File: src/rtl/zfhwc_pkg.sv
// Shared types, constants and helper functions for the frame header window check.
// Used by zfhwc_step and by the top level zstd_frame_header_window_check.
package zfhwc_pkg;

  localparam int unsigned PROBE_BYTES = 18;

  localparam logic [31:0] MAGIC_REGULAR   = 32'hFD2F_B528;
  localparam logic [31:0] MAGIC_SKIP_MASK = 32'hFFFF_FFF0;
  localparam logic [31:0] MAGIC_SKIP_BASE = 32'h184D_2A50;
  localparam logic [7:0]  DESC_SS_FLAG    = 8'h20;
  localparam logic [31:0] MAX_WINDOW_RESET = 32'd8 * 32'd1024 * 32'd1024;
  localparam logic [63:0] FCS2_OFFSET     = 64'd256;

  typedef enum logic [2:0] {
    VERDICT_REGULAR_OK = 3'd0,
    VERDICT_SKIP_OK    = 3'd1,
    VERDICT_TOO_SMALL  = 3'd2,
    VERDICT_BAD_MAGIC  = 3'd3,
    VERDICT_TRUNCATED  = 3'd4,
    VERDICT_TOO_LARGE  = 3'd5
  } verdict_t;

  // Per-file header state.
  typedef struct packed {
    logic [4:0]  byte_count;
    logic [31:0] magic_word;
    logic [7:0]  descriptor;
    logic [63:0] window_accum;
    logic        decided;
  } hdr_state_t;

  // One result word.
  typedef struct packed {
    logic        valid;
    verdict_t    verdict;
    logic [63:0] window;
  } hdr_result_t;

  // Length in bytes of the dictionary id field.
  function automatic logic [4:0] dict_id_len(input logic [1:0] code);
    logic [4:0] len;
    case (code)
      2'd0:    len = 5'd0;
      2'd1:    len = 5'd1;
      2'd2:    len = 5'd2;
      default: len = 5'd4;
    endcase
    return len;
  endfunction

  // Length in bytes of the content size field in single-segment mode.
  function automatic logic [4:0] fcs_len(input logic [1:0] code);
    logic [4:0] len;
    case (code)
      2'd0:    len = 5'd1;
      2'd1:    len = 5'd2;
      2'd2:    len = 5'd4;
      default: len = 5'd8;
    endcase
    return len;
  endfunction

  // Window from the exponent and mantissa byte. The mantissa adds eighths of the base,
  // built from shifted copies of one eighth.
  function automatic logic [63:0] window_from_desc(input logic [7:0] wd);
    logic [63:0] base;
    logic [63:0] step;
    base = 64'd1 << (6'd10 + {1'b0, wd[7:3]});
    step = base >> 3;
    return base + (wd[0] ? step : 64'd0) + (wd[1] ? (step << 1) : 64'd0)
         + (wd[2] ? (step << 2) : 64'd0);
  endfunction

endpackage

File: src/rtl/zfhwc_step.sv
// Combinational per-byte header update: next state and optional verdict.
// Depends on zfhwc_pkg for the state and result types and the decode helpers.
module zfhwc_step (
  input  zfhwc_pkg::hdr_state_t  st,
  input  logic [7:0]             data_byte,
  input  logic                   is_last,
  input  logic [31:0]            max_window,
  output zfhwc_pkg::hdr_state_t  st_next,
  output zfhwc_pkg::hdr_result_t res
);
  import zfhwc_pkg::*;

  logic [4:0]  pos;
  logic        active;
  logic [31:0] magic_new;
  logic [4:0]  off;
  logic [4:0]  fcs;
  logic [4:0]  rel;
  logic        in_field;
  logic        judge_en;
  logic [63:0] judge_w;
  logic [63:0] accum_new;

  assign pos       = st.byte_count;
  assign active    = !st.decided && (pos < 5'(PROBE_BYTES));
  assign magic_new = st.magic_word | (32'(data_byte) << {pos[1:0], 3'b000});
  assign off       = 5'd5 + dict_id_len(st.descriptor[1:0]);
  assign fcs       = fcs_len(st.descriptor[7:6]);
  assign rel       = pos - off;
  assign in_field  = (pos >= off) && (rel < fcs);
  assign accum_new = st.window_accum | (64'(data_byte) << {rel[2:0], 3'b000});

  always_comb begin
    st_next     = st;
    res.valid   = 1'b0;
    res.verdict = VERDICT_REGULAR_OK;
    res.window  = '0;
    judge_en    = 1'b0;
    judge_w     = '0;

    if (active) begin
      st_next.byte_count = pos + 5'd1;
      if (pos < 5'd4) begin
        st_next.magic_word = magic_new;
        if (pos == 5'd3 && magic_new != MAGIC_REGULAR) begin
          res.valid   = 1'b1;
          res.verdict = ((magic_new & MAGIC_SKIP_MASK) == MAGIC_SKIP_BASE) ?
                        VERDICT_SKIP_OK : VERDICT_BAD_MAGIC;
        end
      end else if (pos == 5'd4) begin
        st_next.descriptor = data_byte;
      end else if ((st.descriptor & DESC_SS_FLAG) == 8'h00) begin
        judge_en = 1'b1;
        judge_w  = window_from_desc(data_byte);
      end else if (in_field) begin
        st_next.window_accum = accum_new;
        if (rel == fcs - 5'd1) begin
          judge_en = 1'b1;
          judge_w  = (fcs == 5'd2) ? accum_new + FCS2_OFFSET : accum_new;
        end
      end
    end

    if (judge_en) begin
      res.valid   = 1'b1;
      res.window  = judge_w;
      res.verdict = (judge_w > {32'd0, max_window}) ? VERDICT_TOO_LARGE : VERDICT_REGULAR_OK;
    end

    if (res.valid) begin
      st_next.decided = 1'b1;
    end

    // The end mark closes the file: a pending file gets its verdict and all state clears.
    if (is_last) begin
      if (!st.decided && !res.valid) begin
        res.valid   = 1'b1;
        res.window  = '0;
        res.verdict = (st_next.byte_count < 5'd4) ? VERDICT_TOO_SMALL : VERDICT_TRUNCATED;
      end
      st_next = '0;
    end
  end

endmodule

File: src/rtl/zstd_frame_header_window_check.sv
// Top level of the frame header window check: input word register, header state,
// result register and the max_window configuration register. Uses zfhwc_pkg and zfhwc_step.
//
// Usage:
//   The input channel (in_valid, in_ready, data_byte, is_last) carries one file byte per
//   word, starting at offset zero; is_last marks the file's final byte. The output channel
//   (out_valid, out_ready, verdict, declared_window) carries at most one word per file: the
//   verdict, given at the byte that decides it or at the end mark. Bytes after the verdict
//   are dropped until the end mark, which returns the header state to its reset value so
//   the next byte opens a new file.
//   The configuration channel (cfg_valid, cfg_ready, cfg_data) writes max_window; it is
//   always ready and should only be written while no file bytes are in flight.
// Timing:
//   An accepted byte lands in the input register; the header update then runs on it
//   combinationally and any verdict is captured in the result register, which drives
//   out_valid. One byte is taken every cycle while no verdict waits on a full result
//   register; the only loop is the header state register and its combinational update.
// Reset:
//   rst (synchronous, active high) empties both registers, clears the header state and
//   loads max_window with 8 MiB.
// Stalls:
//   While out_ready is low a waiting verdict holds. Bytes that produce no verdict still
//   flow through; a byte that would produce a verdict waits in the input register, and
//   in_ready then drops until the result word is taken.
module zstd_frame_header_window_check (
  input  logic                 clk,
  input  logic                 rst,
  input  logic                 in_valid,
  output logic                 in_ready,
  input  logic [7:0]           data_byte,
  input  logic                 is_last,
  output logic                 out_valid,
  input  logic                 out_ready,
  output zfhwc_pkg::verdict_t  verdict,
  output logic [63:0]          declared_window,
  input  logic                 cfg_valid,
  output logic                 cfg_ready,
  input  logic [31:0]          cfg_data
);
  import zfhwc_pkg::*;

  logic        s1_valid;
  logic [7:0]  s1_byte;
  logic        s1_last;
  logic        s1_adv;
  logic [31:0] max_window;
  hdr_state_t  hdr;
  hdr_state_t  hdr_next;
  hdr_result_t res;

  zfhwc_step u_step (
    .st        (hdr),
    .data_byte (s1_byte),
    .is_last   (s1_last),
    .max_window(max_window),
    .st_next   (hdr_next),
    .res       (res)
  );

  // The registered byte moves on when it yields nothing or the result slot is free.
  assign s1_adv    = s1_valid && (!res.valid || !out_valid || out_ready);
  assign in_ready  = !s1_valid || s1_adv;
  assign cfg_ready = 1'b1;

  always_ff @(posedge clk) begin
    if (rst) begin
      s1_valid <= 1'b0;
    end else if (in_ready) begin
      s1_valid <= in_valid;
    end
    if (in_valid && in_ready) begin
      s1_byte <= data_byte;
      s1_last <= is_last;
    end
  end

  always_ff @(posedge clk) begin
    if (rst) begin
      hdr <= '0;
    end else if (s1_adv) begin
      hdr <= hdr_next;
    end
  end

  always_ff @(posedge clk) begin
    if (rst) begin
      out_valid <= 1'b0;
    end else if (s1_adv && res.valid) begin
      out_valid <= 1'b1;
    end else if (out_ready) begin
      out_valid <= 1'b0;
    end
    if (s1_adv && res.valid) begin
      verdict         <= res.verdict;
      declared_window <= res.window;
    end
  end

  always_ff @(posedge clk) begin
    if (rst) begin
      max_window <= MAX_WINDOW_RESET;
    end else if (cfg_valid && cfg_ready) begin
      max_window <= cfg_data;
    end
  end

  // Only regular-frame verdicts carry a window.
  a_window_zero: assert property (@(posedge clk) disable iff (rst)
    out_valid && verdict != VERDICT_REGULAR_OK && verdict != VERDICT_TOO_LARGE
    |-> declared_window == 64'd0)
    else $error("window set on a verdict that carries none");

  // A result word is written only from a byte that advances.
  a_result_src: assert property (@(posedge clk) disable iff (rst)
    !out_valid |=> !out_valid || $past(s1_adv && res.valid))
    else $error("result word appeared without a deciding byte");

  // The header byte count never runs past the probe bound.
  a_probe_bound: assert property (@(posedge clk) disable iff (rst)
    hdr.byte_count <= 5'(PROBE_BYTES))
    else $error("byte count beyond probe bound");

  // An end mark returns the header state to reset.
  a_file_clear: assert property (@(posedge clk) disable iff (rst)
    s1_adv && s1_last |=> hdr.byte_count == 5'd0 && !hdr.decided && hdr.magic_word == 32'd0)
    else $error("header state not cleared after end mark");

  // A file that has been decided yields no further verdict.
  a_single_verdict: assert property (@(posedge clk) disable iff (rst)
    s1_valid && hdr.decided |-> !res.valid)
    else $error("second verdict for one file");

endmodule
File: config.mk
export PLATFORM = sky130hd
export DESIGN_NAME = zstd_frame_header_window_check
export DESIGN_NICKNAME = d
export VERILOG_FILES = /design/src/rtl/zfhwc_pkg.sv /design/src/rtl/zfhwc_step.sv /design/src/rtl/zstd_frame_header_window_check.sv
export SDC_FILE = /design/constraint.sdc
export NUM_CORES = 1
export LEC_CHECK = 0
export BUFFER_PORTS_ARGS = -buffer_cell sky130_fd_sc_hd__buf_4
export CAP_MARGIN = 20
export CELL_PAD_IN_SITES_DETAIL_PLACEMENT = 1
export CELL_PAD_IN_SITES_GLOBAL_PLACEMENT = 2
export CORE_MARGIN = 3
export CORE_UTILIZATION = 30
export DETAILED_ROUTE_END_ITERATION = 6
export PLACE_DENSITY = 0.66
export SETUP_SLACK_MARGIN = 0.15
export SYNTH_ARGS = -nofsm -noshare
export SYNTH_HDL_FRONTEND = slang
export SYNTH_SLANG_ARGS = --single-unit
File: constraint.sdc
create_clock -name clk -period 12.2 [get_ports clk]
set_input_delay 0.61 -clock clk [delete_from_list [all_inputs] [get_ports clk]]
set_output_delay 0.61 -clock clk [all_outputs]
set_load 0.02 [all_outputs]
Yosys cells after proc, flatten, opt, wreduce, memory -nomap -nowiden --
Index checks and enable logic that the tools add are counted.
Word-level totals: register bits after elaboration 220, bits of input ports 46
Cells by class: add/subtract/negate cells 9, magnitude comparators 6, equality and inequality tests 13, shift operators 3, mux-type cells 38, bitwise gates (word level) 2, reductions and logical operators 28
Operators by type and width (count):
- $mux W64 | 10
- $mux W68 | 3
- $add A64 B64 Y64 | 3
- $mux W110 | 1
- $mux W109 | 1
- $mux W72 | 1
- $add A64 B9 Y64 const B | 1
- $gt A64 B32 Y1 | 1
- $or A64 B64 Y64 | 1
- $shl A1 B6 Y64 const A | 1
- $shl A8 B6 Y64 | 1
- $mux W63 | 1
- $mux W62 | 1
- $mux W61 | 1
- $mux W32 | 1
- $ne A32 B32 Y1 const B | 1
- $or A32 B32 Y32 | 1
- $shl A8 B5 Y32 | 1
- $eq A28 B25 Y1 const B | 1
- $mux W4 | 3
- $pmux W4 S3 | 1
- $reduce_bool A2 Y1 | 6
- $lt A5 B3 Y1 const B | 2
- $mux W1 | 9
- other kinds (28) | 46

Logic depth before layout (Yosys ltp) --
depth after elaboration 27, mapped depth 36, mapped depth without buffers 32

By module --
A second synthesis with hierarchy kept.
Unflattened totals: cell total of the unflattened synthesis 2936, area total of the unflattened synthesis 23161.0 sq um
By module, submodules not included:
- zfhwc_step | times used 1, cells each 2267, area an instance 14711.6 sq um, seq. area each 0.0 sq um
- zstd_frame_header_window_check | times used 1, cells each 669, area an instance 8449.4 sq um, seq. area each 5165.0 sq um

Least setup slack after synthesis --
OpenSTA, ideal clock, no wires.
path kind register -> register, start point register s1_byte[4], end point register verdict[0] (data pin), library setup time 0.267 ns, arrival time 7.397 ns, data required time 11.933 ns, path slack 4.536 ns, cell stages (with the launch flop) 35, path buffers 4, cell sequence edfxtp_1 clkbuf_1 clkbuf_1 nand2_1 o21ai_0 o21ai_0 or2_2 clkbuf_1 or3_1 nor2_1 and2_1 fa_1 fa_1 ha_1 clkbuf_1 a211o_1 a21oi_1 or3b_1 and2_1 nor2_1 or3_1 o211ai_1 xor2_1 a21oi_1 nor2_1 ha_1 a2111oi_0 o21ai_0 a21oi_1 o22ai_1 o22ai_1 o21ai_0 or4_1 nor4_2 a21oi_1
RTL lines:
- start: declaration | line zstd_frame_header_window_check.sv:43 | logic [7:0] s1_byte;
- start signal: assignment | line zstd_frame_header_window_check.sv:72 | s1_byte <= data_byte;
- end signal: assignment | line zstd_frame_header_window_check.sv:94 | verdict <= res.verdict;
- end: declaration | line zstd_frame_header_window_check.sv:34 | output zfhwc_pkg::verdict_t verdict,

==> run_results.csv <==
group,metric,value,unit
routing,num_vias,19470,
clock_network,cts_root_buf,"clkbuf_16",
logic_synthesis,synth_top_family_by_area,"simple AND/OR/NAND/NOR gates",
critical_path,r2r_start,"s1_byte[4]",
logic_synthesis,synth_compound_area_share,19.86,%
logic_synthesis,ys_seq_area_share,24.67,%
critical_path,crit_type,"reg2reg",
power,seqPwrFrac,38.2,%
layout,n_antenna_cell,0,
critical_path,cp-startpoint,"s1_byte[4]",
power,pwr-share-comb,19.7,%
global_route,grt_pass1_wl,126700,um
power,p_total,2.030,mW
global_route,grt_usage,22.78,%
clock_network,numCtsBuffers,27,
logic_synthesis,async_flop_share,0,%
die,dieHeight,268.6,um
sta,hold_viol,0,
layout,nets,2891,
sta,setup_violations,0,
global_route,antenna_found_initial,1,
hold_path,min_from,"data_byte[2]",
die,rows,95,
die,dieArea,72160,um^2
layout,fillCellCount,8121,
routing,remaining_drc_errors,0,
place,routabilityCongestion,0.8776,
place,dp.cells,3452,
die,start_util,30.54,%
logic_synthesis,postSynthAreaPerCell,8.054,um^2
routing,ant_nets,0,
layout,post-route-util,34.45,%
clock_network,path_clk_slew,0.06,ns
sta,fin_setup_tns,0,ns
routing,drtPass1Iterations,5,
power,swShare,30.69,%
routing,viasPerCell,5.557,
logic_synthesis,synth.mux.area_fraction,2.086,%
sta,fin_crit_sh,77.41,%
clock_network,clock_sinks,217,
sta,fmax,105.9,MHz
routing,drtIter0Drc,1038,
sta,period_needed,9.444,ns
die,core,67750,um^2
clock_network,clk_latency,0.59,ns
power,p_sw,0.6232,mW
logic_synthesis,synth-seq-cells,217,
clock_network,cts_setup_buffers,0,
run,max-cap-violations,0,
die,dieWidth,268.6,um
critical_path,worstSetupStartpointType,"register",
sta,worst_pin_slew,1.146,ns
critical_path,r2r-end,"verdict[0]",
logic_synthesis,synth_xor_area_share,4.106,%
global_route,globalRouteOverflowTotal,0,
sta,finClkSkew,0.04445,ns
power,peakVddDrop,0.1035,mV
logic_synthesis,yosysWarnings,0,
logic_synthesis,synth-simple-area-share,24.89,%
global_route,grt_max_degree,95,
layout,final_cells,3503,
critical_path,cp-end-kind,"register",
power,power_leakage,9.257,nW
logic_synthesis,syn_area,20690,um^2
logic_synthesis,synthCells,2569,
power,clkPwrFrac,42.1,%
place,portBuffers,114,
logic_synthesis,ys.flop_type,"dfxtp_1",
layout,syn2layout_area_growth,12.81,%
logic_synthesis,netlist-cell-type-count,84,
clock_network,clk_path_buf_depth,3,
critical_path,slowest_delay,0.53,ns
sta,relSlewSlack,23.47,%
global_route,grt_pass1_vias,20390,
routing,drt-wirelength-per-cell,23.73,um
die,pin_count,116,
critical_path,arrival,9.74,ns
outcome,outcome,"complete, no violations",
power,pwr_density_cell,86.99,nW/um^2
hold_path,hp-class,"in2reg",
critical_path,cp.required,12.49,ns
critical_path,r2r_slack,2.76,ns
critical_path,critPathSlowestCell,"or4_1",
sta,rsz0062_at_grt,"false",
logic_synthesis,yosys.area_share.adder,18.64,%
layout,drive_above_1_share,9.734,%
clock_network,cts_resized,0,
critical_path,path_max_fanout,36,
clock_network,htreeDepth,1,
routing,drt-total-wl,83130,um
clock_network,hold_buffers,0,
sta,slew_violations,0,
critical_path,reg2regPathDepth,31,
place,hpwl,65840,um
logic_synthesis,synth_edf_count,76,
power,p_int,1.407,mW
critical_path,setup.worst_path.end,"verdict[0]",
clock_network,cts_tree,"built",
[logic make-up (layout without fill, tap and decap cells)]
group,count (synthesis),in the layout
AND/OR/NAND/NOR,1022,1022
XOR/XNOR,97,97
AO/OA/AOI/OAI,652,652
flip-flops,217,217
buffers and inverters,301,332
adder cells (fa/ha/maj),235,235
multiplexers,43,43
other,2,32
[sequential cells by signal (all words and copies together), names as in the netlist]
register / cells
hdr: 107
declared_window: 64
max_window: 32
s1_byte: 8
verdict: 3
out_valid: 1
s1_last: 1
s1_valid: 1
[worst min-delay path by stage]
| stage | depth (start not counted) | to | slack, ns |
|---|---|---|---|
| after floorplan | 2 | hdr[27] | 0.43 |
| after global placement | 2 | hdr[40] | 0.44 |
| after detailed placement | 2 | hdr[40] | 0.45 |
| after CTS | 1 | s1_byte[1] | 0.16 |
| after global routing | 1 | s1_byte[1] | 0.15 |
| final | 1 | s1_byte[2] | 0.19 |
[power groups by stage]
stage	Combinational (mW)	Sequential (mW)	Clock [mW]
global placement	0.360	0.792	0
floorplan	0.257	0.795	0
CTS	0.366	0.777	0.882
global route	0.440	0.778	0.910
detailed placement	0.364	0.792	0
finish	0.400	0.776	0.854
[final cells by class]
class	instances	area, um^2	share of cell area, %
clock buffer	30	686.9	2.943
clock inverter	19	245.2	1.051
inverter	127	476.7	2.042
multi-input combinational	2081	14550	62.32
sequential	217	5106	21.87
tap	873	1092	4.679
timing repair buffer	156	1189	5.092
[cell usage in the layout, fill, tap and decap left out, types with 24 or more instances in the layout]
cell type,instances
xor2_1,41
fa_1,122
conb_1,32
nor2_1,342
a21oi_1,250
ha_1,113
nor3_1,97
mux2i_1,42
inv_1,125
o21a_1,24
dfxtp_1,140
and3_1,33
clkbuf_16,27
xnor2_1,55
a31oi_1,59
a211oi_1,43
a21o_1,41
buf_4,152
nand3_1,51
edfxtp_1,76
nand2_1,174
nor4_1,39
and2_1,118
o21ai_0,90
nand4_1,63
[metrics by stage]
stage / cell area [um^2] / hold WS, ns / setup slack [ns]
global placement: 22360 / 0.4373 / 3.148
finish: 23340 / 0.1944 / 2.756
CTS: 23310 / 0.1572 / 2.712
floorplan: 20800 / 0.4315 / 4.536
global route: 23340 / 0.1548 / 2.196
detailed placement: 22380 / 0.4485 / 2.784
[per-layer routing]
layer | wire, um | vias up | share of wire [%] | track usage (%)
li1 | - | 9213 | - | -
met5 | 13 | - | 0.016 | 0
met4 | 1777 | 2 | 2.1 | 4.925
met2 | 38750 | 321 | 47 | 37.90
met3 | 3232 | 79 | 3.9 | 2.783
met1 | 39360 | 9852 | 47 | 31.73
[critical path: cells and delay by family (launching register included)]
family / cells / cell delay, ns
simple gates: 13 / 3.70
compound gates: 11 / 2.46
fa+ha+maj: 5 / 2.09
flops: 1 / 0.37
buf+inv: 1 / 0.30
xor+xnor: 1 / 0.17
[cells in the mapped netlist (all sizes together), types with 39 or more instances]
cell type,n,area share [%]
a211oi,43,1.6
fa,122,12
mux2i,42,2.0
xor2,42,1.8
a21oi,250,6.0
nor2,345,6.3
nand4,64,2.0
edfxtp,76,11
a31oi,65,2.2
o21ai,94,2.3
dfxtp,141,14
xnor2,55,2.3
buf,39,0.96
clkbuf,135,2.4
nor3,101,2.5
inv,127,2.3
nor4,52,2.2
a21o,41,1.5
ha,113,6.8
nand3,52,1.3
and2,119,3.6
nand2,174,3.2
(Power assumes the default switching activity.)
